--- src/rtl/tpsh_pkg.sv ---
// Shared types, constants and mixing functions for the triple polynomial stream hash.
`timescale 1ns / 1ps

package tpsh_pkg;

  localparam logic [63:0] INIT_A   = 64'd123456789;
  localparam logic [63:0] INIT_B   = 64'd314159265;
  localparam logic [63:0] INIT_C   = 64'd958473711;
  localparam logic [31:0] INIT_MIX = 32'hCAFEBABE;
  localparam logic        MODE_RESET = 1'b1;
  localparam logic        MODE_STRING = 1'b0;

  typedef struct packed {
    logic [31:0] x;
    logic [31:0] y;
    logic [31:0] z;
  } fold_t;

  // accumulator snapshot handed from the accumulate stage to the fold pipeline
  typedef struct packed {
    fold_t       lo;
    fold_t       hi;
    logic [31:0] mix;
    logic        mode;
  } snap_t;

  // one row (three lines) of the 96-bit mix
  function automatic fold_t fold_row(input fold_t s, input logic [4:0] sa,
                                     input logic [4:0] sb, input logic [4:0] sc);
    logic [31:0] x;
    logic [31:0] y;
    logic [31:0] z;
    fold_t       r;
    x = s.x;
    y = s.y;
    z = s.z;
    x = x - y; x = x - z; x = x ^ (z >> sa);
    y = y - z; y = y - x; y = y ^ (x << sb);
    z = z - x; z = z - y; z = z ^ (y >> sc);
    r.x = x;
    r.y = y;
    r.z = z;
    return r;
  endfunction

  function automatic logic [31:0] mix_final(input logic [31:0] m_in);
    logic [31:0] m;
    m = m_in;
    m = m + (m << 3);
    m = m ^ (m >> 11);
    m = m + (m << 15);
    return m;
  endfunction

endpackage

--- src/rtl/tpsh_fold.sv ---
// Three-stage 96-bit fold pipeline with mixer finalize and output register.
`timescale 1ns / 1ps

module tpsh_fold
  import tpsh_pkg::*;
(
  input  logic        clk,
  input  logic        rst_n,
  input  logic        snap_valid,
  output logic        snap_ready,
  input  snap_t       snap,
  output logic        out_tvalid,
  input  logic        out_tready,
  output logic [63:0] out_tdata
);

  logic        p1_valid_r, p2_valid_r, p3_valid_r, out_valid_r;
  snap_t       p1_r, p2_r, p3_r;
  logic [63:0] out_data_r;
  logic        rdy1, rdy2, rdy3, out_slot;
  snap_t       p2_nxt, p3_nxt;
  fold_t       lo3, hi3;
  logic [31:0] lo_fin, hi_fin;

  assign out_slot   = !out_valid_r || out_tready;
  assign rdy3       = !p3_valid_r || out_slot;
  assign rdy2       = !p2_valid_r || rdy3;
  assign rdy1       = !p1_valid_r || rdy2;
  assign snap_ready = rdy1;

  always_comb begin
    p2_nxt      = p1_r;
    p2_nxt.lo   = fold_row(p1_r.lo, 5'd13, 5'd8, 5'd13);
    p2_nxt.hi   = fold_row(p1_r.hi, 5'd13, 5'd8, 5'd13);
    p2_nxt.mix  = mix_final(p1_r.mix);
    p3_nxt      = p2_r;
    p3_nxt.lo   = fold_row(p2_r.lo, 5'd12, 5'd16, 5'd5);
    p3_nxt.hi   = fold_row(p2_r.hi, 5'd12, 5'd16, 5'd5);
    lo3         = fold_row(p3_r.lo, 5'd3, 5'd10, 5'd15);
    hi3         = fold_row(p3_r.hi, 5'd3, 5'd10, 5'd15);
    if (p3_r.mode == MODE_STRING) begin
      lo_fin = lo3.z;
      hi_fin = hi3.z;
    end else begin
      lo_fin = lo3.z + p3_r.mix;
      hi_fin = hi3.z ^ p3_r.mix;
    end
  end

  always_ff @(posedge clk) begin
    if (!rst_n) begin
      p1_valid_r  <= 1'b0;
      p2_valid_r  <= 1'b0;
      p3_valid_r  <= 1'b0;
      out_valid_r <= 1'b0;
    end else begin
      if (rdy1) p1_valid_r <= snap_valid;
      if (rdy2) p2_valid_r <= p1_valid_r;
      if (rdy3) p3_valid_r <= p2_valid_r;
      if (out_slot) out_valid_r <= p3_valid_r;
    end
  end

  always_ff @(posedge clk) begin
    if (rdy1) p1_r <= snap;
    if (rdy2) p2_r <= p2_nxt;
    if (rdy3) p3_r <= p3_nxt;
    if (out_slot) out_data_r <= {hi_fin, lo_fin};
  end

  assign out_tvalid = out_valid_r;
  assign out_tdata  = out_data_r;

  a_p1_keep: assert property (@(posedge clk) disable iff (!rst_n)
    p1_valid_r && !rdy2 |=> p1_valid_r)
    else $error("stage 1 word dropped under stall");

  a_p3_move: assert property (@(posedge clk) disable iff (!rst_n)
    p3_valid_r && out_slot |=> out_valid_r)
    else $error("stage 3 word did not reach output");

  a_stall: assert property (@(posedge clk) disable iff (!rst_n)
    out_valid_r && !out_tready |-> !rdy3 || !p3_valid_r)
    else $error("stage 3 advanced into a held output");

endmodule

--- config.mk ---
export PLATFORM = sky130hd
export DESIGN_NAME = tpsh_fold
export DESIGN_NICKNAME = d
export VERILOG_FILES = /design/src/rtl/tpsh_pkg.sv /design/src/rtl/tpsh_fold.sv
export SDC_FILE = /design/constraint.sdc
export NUM_CORES = 2
export LEC_CHECK = 0
export BUFFER_PORTS_ARGS = -buffer_cell sky130_fd_sc_hd__buf_2
export CAP_MARGIN = 20
export CORE_UTILIZATION = 38
export CTS_BUF_LIST = sky130_fd_sc_hd__clkbuf_8
export DETAILED_ROUTE_END_ITERATION = 10
export SLEW_MARGIN = 40
export SYNTH_ARGS = -nofsm -noshare
export SYNTH_HDL_FRONTEND = slang
export SYNTH_SLANG_ARGS = --single-unit
--- constraint.sdc ---
create_clock -name clk -period 8.7 [get_ports clk]
set_clock_uncertainty 0.1 [all_clocks]
set_input_delay 1.305 -clock clk [delete_from_list [all_inputs] [get_ports clk]]
set_output_delay 1.305 -clock clk [all_outputs]
set_load 0.005 [all_outputs]
==> metrics.md <==
| Metric | Value |
|---|---|
| Die area | `~190,000 um2` |
| Final period util | `103.8%` |
| Final Max Slew Viols | `0` |
| Gr ovfl total | `0` |
| Overall routing resource usage | `roughly a fifth` |
| Wire per inst | `between 15 and 20 um` |
| Status | `finished, violations left` |
| Slew headroom | `between 40 and 50%` |
| Tmin final | `9.032 ns` |
| Reg2reg end | `out_tdata[31]` |
| Area share of the largest cell type after synthesis | `a little under a third` |
| DPL Wire Length | `roughly 170,000 um` |
| Vias per cell | `a little under 5` |
| CP delay by family, top | `compound AO/OA/AOI/OAI gates` |
| Pin count of the biggest net entering global routing | `118` |
| Gp weighted congestion | `roughly 0.95` |
| Root buf cell | `clkbuf_8` |
| TritonRoute pass-1 iters | `9` |
| Synth area leaders | `edfxtp_1, fa_1, ha_1` |
| Seq/Total Area, Yosys | `about 30%` |
| Worst Setup End Kind | `flip-flop` |
| Initial drt markers | `2,948` |
| # clock sinks | `between 700 and 800` |
| Hold WS | `about 0.31 ns` |
| Failing checks | `design-rule violations, negative setup slack` |
| Cell accounting for the most synthesized area | `edfxtp_1` |
| Die extent in x | `roughly 440 um` |
| PortBufs | `294` |
| Final worst slack | `-0.3316 ns` |
| FF-to-FF Start | `p3_r[193]` |
| Ports | `roughly 300` |
| Starting Density | `38.33%` |
| Routed WL | `between 150,000 and 200,000 um` |
| Reg2reg setup slack | `-0.33 ns` |
| Detail Route Antenna Nets | `0` |
| FMAX | `110.7 MHz` |
| Hold EP | `p3_r[22]` |
| Critical path class | `flip-flop to flip-flop` |
| Syn-to-layout area delta | `18.64%` |
| Unrepaired setup endpoints after global routing | `true` |
| Measured slew at the worst slew-check pin | `0.8357 ns` |
| Synthesized net count | `8,470` |
| Clk_lat worst skew | `~0.93 ns` |
| Initial antenna violation count | `3` |
| Final setup vio count | `8` |
| # DRC | `38` |
| Placeable core region | `between 150,000 and 200,000 um2` |
| Die Y | `about 440 um` |
| Hold Fails Final Rpt | `0` |
| CTS buffer count | `around 130` |
| Critical Path AT | `roughly 9.5 ns` |
| Post-Synthesis Cells | `7,006` |
| EDFF count, synth | `around 740` |
| Crit path max fanout | `4` |
| Site Rows | `between 150 and 200` |
| Crit-path most repeated cell | `a21o_1` |
| Crit start category | `flip-flop` |
| Via count | `about 53,000` |
| NumNets Final | `about 9,600` |
| Deepest clock path buffer count | `3` |
| Number of global-route vias before repair | `~54,000` |
| Synth warn | `0` |
| FFs w/ async S/R, synth | `0%` |
| Min-Delay Path Class | `flip-flop to flip-flop` |
| Worst-path clk slew | `roughly 0.070 ns` |
| Max-cap violation count | `0` |
| Mapped Area | `72,140 um2` |
| Layout cells sized above 1 | `17.05%` |
| Max stage delay on crit path | `0.60 ns` |
| CP max stage cell | `fa_2` |
| Reg2Reg Depth | `42` |
| #FFs+latches synth | `between 700 and 800` |
| WP data required | `9.21 ns` |
| Syn avg cell area | `10.30 um2` |
| Hold path depth | `0` |
| Worst Hold Launch | `p2_r[22]` |
| Top-count cell post-synth | `inv_1` |
| Global-route wire length before repair | `just over 300,000 um` |
| # hold bufs at CTS | `0` |
| Synth Flop Type | `edfxtp_1` |
| Setup TNS Final | `-1.725 ns` |
| Top post-synthesis cells by count | `inv_1, xnor2_1, edfxtp_1, ha_1, fa_1` |
| Netlist cell types | `just under 80` |
| CTS tree | `built` |
| Sum of buffers and inverters on the critical path | `3` |
| H-tree depth | `4` |
how the worst max path moves through the flow:
stage / from / endpoint / slack [ns] / cells past startpoint
floorplan: p3_r[131] / out_tdata[31] / 0.04 / 42
global placement: p3_r[193] / out_tdata[31] / -0.44 / 42
detailed placement: p3_r[193] / out_tdata[31] / -0.63 / 42
CTS: p3_r[129] / out_tdata[31] / -0.36 / 43
global route: p3_r[161] / out_tdata[31] / -0.79 / 44
finish: p3_r[193] / out_tdata[31] / -0.33 / 42
cell usage in the layout (no fill, tap or decap), types with 37 or more instances in the layout:
master    netlist  final
ha_1          688    671
nor2_1        270    262
nand2b_1       70     70
o21a_1         92     92
nor2b_1        61     60
a21o_1        334    334
nand3_1        94     91
nor3_1         70     62
xor2_1        304    302
edfxtp_1      739    739
a21oi_1       504    483
a31oi_1        64     60
nand2_1       313    310
buf_2           0    294
and3_1         49     49
clkbuf_8        0    133
inv_1        1157   1177
o21bai_1       87     87
xnor2_1       772    746
buf_4           0    684
fa_1          547    542
o21ai_0       238    219
nand4_1        37     37
timing repair:
action                                  4_1_cts  5_1_grt
pin swaps                                    62       79
resized for setup                            53      103
buffers inserted                             15       22
hold endpoints to repair                      0        0
endpoints found under the setup margin       13       39
layer usage:
layer  vias up  part of all wire, %  GRT usage, %
met5         -               0.0051             0
met4         2                  4.4         9.300
met3       347                  3.5         2.483
met2      1165                   46         33.49
met1     25230                   46         27.42
li1      26290                    -             -
area by class of cell:
cell class,instances,area (um2)
inverter,1157,4350
fill,17850,102600
clock inverter,96,779.5
antenna,3,7.507
clock buffer,133,1831
sequential,743,22270
timing repair buffer,992,6782
multi-input combinational,5078,46440
tap,2495,3122
cells by family (layout without fill, tap and decap cells):
kind of cell             Yosys count  in the layout  synth area share, %
AO/OA/AOI/OAI                   1621           1621                14.57
XOR/XNOR                        1086           1086                13.38
adder cells (fa/ha/maj)         1235           1235                27.11
buffers and inverters           1185           2378                6.166
flip-flops                       743            743                30.87
multiplexers                      32             32               0.4908
other                              0              3                    0
AND/OR/NAND/NOR                 1104           1104                7.408
sequential cells by signal (all words and copies together) (netlist names):
name,count
p2_r,225
p3_r,225
p2_valid_r,1
p1_valid_r,1
p3_valid_r,1
out_tdata,64
p1_r,225
out_tvalid,1
per-stage QoR:
stage	worst slack, ns	std cells	cell area [um2]	utilization [%]
global route	-0.7929	10700	85580	45.47
detailed placement	-0.6336	10430	81990	43.57
global placement	-0.4420	10430	81950	43.55
floorplan	0.03601	7006	72470	-
CTS	-0.3563	10670	84930	45.13
finish	-0.3316	10700	85580	45.48
Power is left out: the tool's default activity adds up to more than one toggle a clock period on the data nets, which glitch-free logic cannot reach.
