### src/rtl/tpsh_pkg.sv
// Shared types, constants and mixing functions for the triple polynomial stream hash.
`timescale 1ns / 1ps

package tpsh_pkg;

  localparam logic [63:0] INIT_A   = 64'd123456789;
  localparam logic [63:0] INIT_B   = 64'd314159265;
  localparam logic [63:0] INIT_C   = 64'd958473711;
  localparam logic [31:0] INIT_MIX = 32'hCAFEBABE;
  localparam logic        MODE_RESET = 1'b1;
  localparam logic        MODE_STRING = 1'b0;

  typedef struct packed {
    logic [31:0] x;
    logic [31:0] y;
    logic [31:0] z;
  } fold_t;

  // accumulator snapshot handed from the accumulate stage to the fold pipeline
  typedef struct packed {
    fold_t       lo;
    fold_t       hi;
    logic [31:0] mix;
    logic        mode;
  } snap_t;

  // one row (three lines) of the 96-bit mix
  function automatic fold_t fold_row(input fold_t s, input logic [4:0] sa,
                                     input logic [4:0] sb, input logic [4:0] sc);
    logic [31:0] x;
    logic [31:0] y;
    logic [31:0] z;
    fold_t       r;
    x = s.x;
    y = s.y;
    z = s.z;
    x = x - y; x = x - z; x = x ^ (z >> sa);
    y = y - z; y = y - x; y = y ^ (x << sb);
    z = z - x; z = z - y; z = z ^ (y >> sc);
    r.x = x;
    r.y = y;
    r.z = z;
    return r;
  endfunction

  function automatic logic [31:0] mix_final(input logic [31:0] m_in);
    logic [31:0] m;
    m = m_in;
    m = m + (m << 3);
    m = m ^ (m >> 11);
    m = m + (m << 15);
    return m;
  endfunction

endpackage

### src/rtl/tpsh_accum.sv
// Input word register, polynomial accumulators, one-at-a-time mixer and mode register.
`timescale 1ns / 1ps

module tpsh_accum
  import tpsh_pkg::*;
(
  input  logic        clk,
  input  logic        rst_n,
  input  logic        cfg_wr_en,
  input  logic        cfg_wr_data,
  input  logic        in_tvalid,
  output logic        in_tready,
  input  logic [31:0] in_tdata,   // [31:0] element_value
  input  logic        in_tuser,   // has_value
  input  logic        in_tlast,
  output logic        snap_valid,
  input  logic        snap_ready,
  output snap_t       snap
);

  logic        mode_r;
  logic        in_valid_r;
  logic [31:0] elem_r;
  logic        has_r;
  logic        last_r;
  logic [63:0] acc_a_r, acc_b_r, acc_c_r;
  logic [31:0] mix_r;
  logic [63:0] acc_a_nxt, acc_b_nxt, acc_c_nxt;
  logic [31:0] mix_nxt;
  logic [63:0] ext;
  logic [31:0] m1, m2;
  logic        adv;

  assign adv       = in_valid_r && (!last_r || snap_ready);
  assign in_tready = !in_valid_r || adv;

  assign ext = {{32{elem_r[31]}}, elem_r};
  assign m1  = mix_r + elem_r;
  assign m2  = m1 + (m1 << 10);

  always_comb begin
    if (has_r) begin
      acc_a_nxt = (acc_a_r << 5) - acc_a_r + ext;
      acc_b_nxt = (acc_b_r << 8) + (acc_b_r << 6) - (acc_b_r << 2) + acc_b_r + ext;
      acc_c_nxt = (acc_c_r << 10) + (acc_c_r << 9) + (acc_c_r << 6) + (acc_c_r << 3)
                  + acc_c_r + ext;
      mix_nxt   = m2 ^ (m2 >> 6);
    end else begin
      acc_a_nxt = acc_a_r;
      acc_b_nxt = acc_b_r;
      acc_c_nxt = acc_c_r;
      mix_nxt   = mix_r;
    end
  end

  assign snap_valid = in_valid_r && last_r;
  assign snap.lo    = '{x: acc_a_nxt[31:0],  y: acc_b_nxt[63:32], z: acc_c_nxt[31:0]};
  assign snap.hi    = '{x: acc_a_nxt[63:32], y: acc_b_nxt[31:0],  z: acc_c_nxt[63:32]};
  assign snap.mix   = mix_nxt;
  assign snap.mode  = mode_r;

  always_ff @(posedge clk) begin
    if (!rst_n) begin
      mode_r     <= MODE_RESET;
      in_valid_r <= 1'b0;
      acc_a_r    <= INIT_A;
      acc_b_r    <= INIT_B;
      acc_c_r    <= INIT_C;
      mix_r      <= INIT_MIX;
    end else begin
      if (cfg_wr_en) begin
        mode_r <= cfg_wr_data;
      end
      if (in_tready) begin
        in_valid_r <= in_tvalid;
      end
      if (adv) begin
        if (last_r) begin
          acc_a_r <= INIT_A;
          acc_b_r <= INIT_B;
          acc_c_r <= INIT_C;
          mix_r   <= INIT_MIX;
        end else begin
          acc_a_r <= acc_a_nxt;
          acc_b_r <= acc_b_nxt;
          acc_c_r <= acc_c_nxt;
          mix_r   <= mix_nxt;
        end
      end
    end
  end

  always_ff @(posedge clk) begin
    if (in_tvalid && in_tready) begin
      elem_r <= in_tdata;
      has_r  <= in_tuser;
      last_r <= in_tlast;
    end
  end

  a_restart: assert property (@(posedge clk) disable iff (!rst_n)
    adv && last_r |=> acc_a_r == INIT_A && acc_b_r == INIT_B && acc_c_r == INIT_C
                      && mix_r == INIT_MIX)
    else $error("accumulators not restored after closing word");

  a_hold: assert property (@(posedge clk) disable iff (!rst_n)
    !adv |=> $stable(acc_a_r) && $stable(acc_b_r) && $stable(acc_c_r) && $stable(mix_r))
    else $error("accumulator changed without a word");

  a_skip: assert property (@(posedge clk) disable iff (!rst_n)
    adv && !has_r && !last_r |=> $stable(acc_a_r) && $stable(mix_r))
    else $error("word without value changed state");

endmodule

### config.mk
export PLATFORM = sky130hd
export DESIGN_NAME = tpsh_accum
export DESIGN_NICKNAME = d
export VERILOG_FILES = /design/src/rtl/tpsh_pkg.sv /design/src/rtl/tpsh_accum.sv
export SDC_FILE = /design/constraint.sdc
export NUM_CORES = 2
export LEC_CHECK = 0
export CORE_ASPECT_RATIO = 1.4
export CORE_MARGIN = 2
export CORE_UTILIZATION = 25
export DETAILED_ROUTE_END_ITERATION = 10
export DONT_BUFFER_PORTS = 1
export GPL_TIMING_DRIVEN = 1
export PLACE_DENSITY = 0.5
export SYNTH_ARGS = -nofsm -noshare
export SYNTH_HDL_FRONTEND = slang
export SYNTH_SLANG_ARGS = --single-unit
### constraint.sdc
create_clock -name clk -period 10.8 [get_ports clk]
set_input_delay 2.16 -clock clk [delete_from_list [all_inputs] [get_ports clk]]
set_output_delay 2.16 -clock clk [all_outputs]
set_load 0.05 [all_outputs]
==> impl_metrics.tcl <==
set metrics [dict create \
    grt_max_degree 150 \
    use_met2_pct 31.6 \
    dr.pass1.iters 5 \
    synth.mux.area_fraction_pct 1.48 \
    cts_resized 0 \
    drtIter0Drc 1756 \
    arrival_ns 7.02 \
    place_hpwl_um 106000 \
    final_cell_mix "877 x inv_1, 459 x fa_1, 325 x nand2_1" \
    slew_headroom_pct 11.1 \
    seq_area_frac_synth_pct 15.4 \
    r2r_end "acc_c_r[60]" \
    drt-wirelength-per-cell_um 21.2 \
    synthArstFlopShare_pct 0 \
    fillers 15394 \
    layout_setup_ws_ns 1.62 \
    synth_top_family_by_area "adder cells" \
    dp.cells 6113 \
    required_ns 8.64 \
    max_cap_viol_count 0 \
    vias 29653 \
    avgSynthCellArea_um2 8.39 \
    synth_warnings 0 \
    area_growth_pct 11.0 \
    path_clk_slew_ns 0.06 \
    worstHoldStart "acc_a_r[1]" \
    grt_pass1_wl_um 198000 \
    busiest_layer "met2" \
    finalMaxSlewViolations 0 \
    portBuffers 0 \
    reg2reg_from "elem_r[31]" \
    clock_sinks 260 \
    worst_pin_slew_ns 1.32 \
    crit_fanout 4 \
    initial_core_util_pct 25.2 \
    gp_congestion 0.902 \
    grt.total_usage_pct 18.0 \
    rows 164 \
    synth-compound-area-share_pct 21.0 \
    fin_cells 6188 \
    dieArea_um2 147000 \
    drive_gt1_share_pct 6.90 \
    via_per_inst 4.79 \
    cts_root_buffer "clkbuf_16" \
    fin_crit_ns 9.18 \
    synth_area_um2 35900 \
    crit_type "reg -> out" \
    antenna_left 0 \
    yosys.area_share.simple_pct 9.63 \
    rsz0062_at_grt "no" \
    synth_xor_area_share_pct 6.46 \
    drcViolationCount 0 \
    setup_violations 0 \
    yosys.area_share.adder_pct 35.0 \
    end_kind "primary output" \
    clock_latency_ns 0.63 \
    r2r_setup_slack_ns 4.53 \
    synth_flop_cell "dfxtp_1" \
    holdPathStages 2 \
    synth_seq_cells 260 \
    fin_crit_sh_pct 85.0 \
    wirelength_um 131000 \
    grtUsageMet1_pct 21.3 \
    grt_remaining_overflow 0 \
    hold_buffers 0 \
    design.core.area_um2 143000 \
    htreeDepth 2 \
    synth_cells 4278 \
    layout_commonest_cell "inv_1" \
    fin_skew_ns 0.0410 \
    grtUsageMet3_pct 3.87 \
    numCtsBuffers 39 \
    io_pins 267 \
    worstHoldPathType "reg -> reg" \
    post-cts-setup-buffers 0 \
    antenna_found_initial 4 \
    fmax_ghz 0.109 \
    yosysUniqueCellTypes 97 \
    finalSetupTns_ns 0 \
    min_to "acc_a_r[1]" \
    syn_nets 5045 \
    status "finished, final reports clean" \
    clk_path_buf_depth 3 \
    rr_worst_depth 19 \
    fp.dieW_um 324 \
    synth_edf_count 34 \
    nets 5012 \
    cp-start-kind "flip-flop" \
    hold_violations 0 \
    tritoncts "yes" \
    grt_pass1_vias 30502 \
    die_y_um 452 \
    post-place-ws_ns 2.17 \
]
==> per-stage QoR <==
| step | cell area (um^2) | hold WS, ns | utilization, % |
|---|---|---|---|
| floorplan | 35900 | 0.432 | - |
| global placement | 38600 | 0.441 | 27.0 |
| detailed placement | 38600 | 0.448 | 27.0 |
| CTS | 39800 | 0.457 | 27.9 |
| global route | 39800 | 0.494 | 27.9 |
| finish | 39800 | 0.458 | 27.9 |
==> flip-flops by register name (all words and copies together) (netlist names) <==
register	cells
acc_a_r	64
last_r	1
elem_r	32
acc_c_r	64
has_r	1
acc_b_r	64
in_valid_r	1
mode_r	1
mix_r	32
==> synthesized netlist by cell type (27+ instances only) <==
master    count  area (um^2)
a21o_1      182         1370
a21oi_1     252         1260
a22o_1       29          254
a22oi_1      88          661
clkbuf_1    129          484
dfxtp_1     226         4520
edfxtp_1     34         1020
fa_1        459         9190
ha_1        268         3350
inv_1       879         3300
mux2_2       36          405
nand2_1     327         1230
nand2b_1     27          169
nand3_1      50          250
nand4_1      35          219
nor2_1      250          938
nor3_1       29          145
o21ai_0     266         1330
o21bai_1     50          375
o22ai_1      45          282
xnor2_1     182         1590
xor2_1       81          709
==> cell families after synthesis <==
logic type | count (synthesis)
compound gates | 1142
buf+inv | 1039
flops | 260
mux | 48
fa+ha+maj | 730
xor+xnor | 264
simple gates | 795
==> area by class of cell <==
cell class                 instances  area (um^2)  area share [%]
clock inverter                    22          191           0.481
multi-input combinational       2979        26700            66.9
sequential                       260         5550            13.9
antenna                            4         10.0          0.0251
timing repair buffer              84          667            1.67
clock buffer                      49         1050            2.65
inverter                         881         3310            8.32
tap                             1909         2390            6.00
==> per-layer routing <==
metal  routed length (um)  vias to the layer above  share of wire (%)
met5                   13                        -             0.0099
met4                 5560                        2                4.2
met3                 8370                      160                6.4
met2                64700                      701                 49
met1                52500                    14786                 40
li1                     -                    14004                  -
==> worst max-delay path, cell delays in order, from the launching register on <==
cell	delay, ns
edfxtp_1	0.43
ha_1	0.20
inv_1	0.05
fa_1	0.40
nand2b_1	0.18
a21o_1	0.20
a31oi_1	0.23
a31oi_1	0.16
xnor2_1	0.47
ha_1	0.28
inv_1	0.07
fa_1	0.45
nor2b_1	0.13
o21ai_0	0.10
a21boi_0	0.39
o31ai_1	0.18
nor3_1	0.21
mux2i_1	0.12
a31oi_1	0.31
a31oi_1	0.17
o21bai_1	0.17
a21oi_1	0.10
xnor2_1	0.33
xnor2_1	0.17
a21oi_1	0.64
buf_6	0.26
==> worst max path at each step <==
| stage | start | endpoint | slack (ns) | cells after the start |
|---|---|---|---|---|
| CTS | elem_r[31] | snap[61] | 1.47 | 19 |
| finish | elem_r[0] | snap[21] | 1.62 | 25 |
| detailed placement | elem_r[31] | snap[61] | 2.17 | 19 |
| floorplan | elem_r[31] | snap[64] | -0.04 | 21 |
| global placement | elem_r[31] | snap[61] | 2.23 | 19 |
| global route | elem_r[31] | snap[61] | 1.10 | 19 |
Power is not shown: default switching activity piles up to over one toggle a cycle in this logic, so the estimate is an artifact.
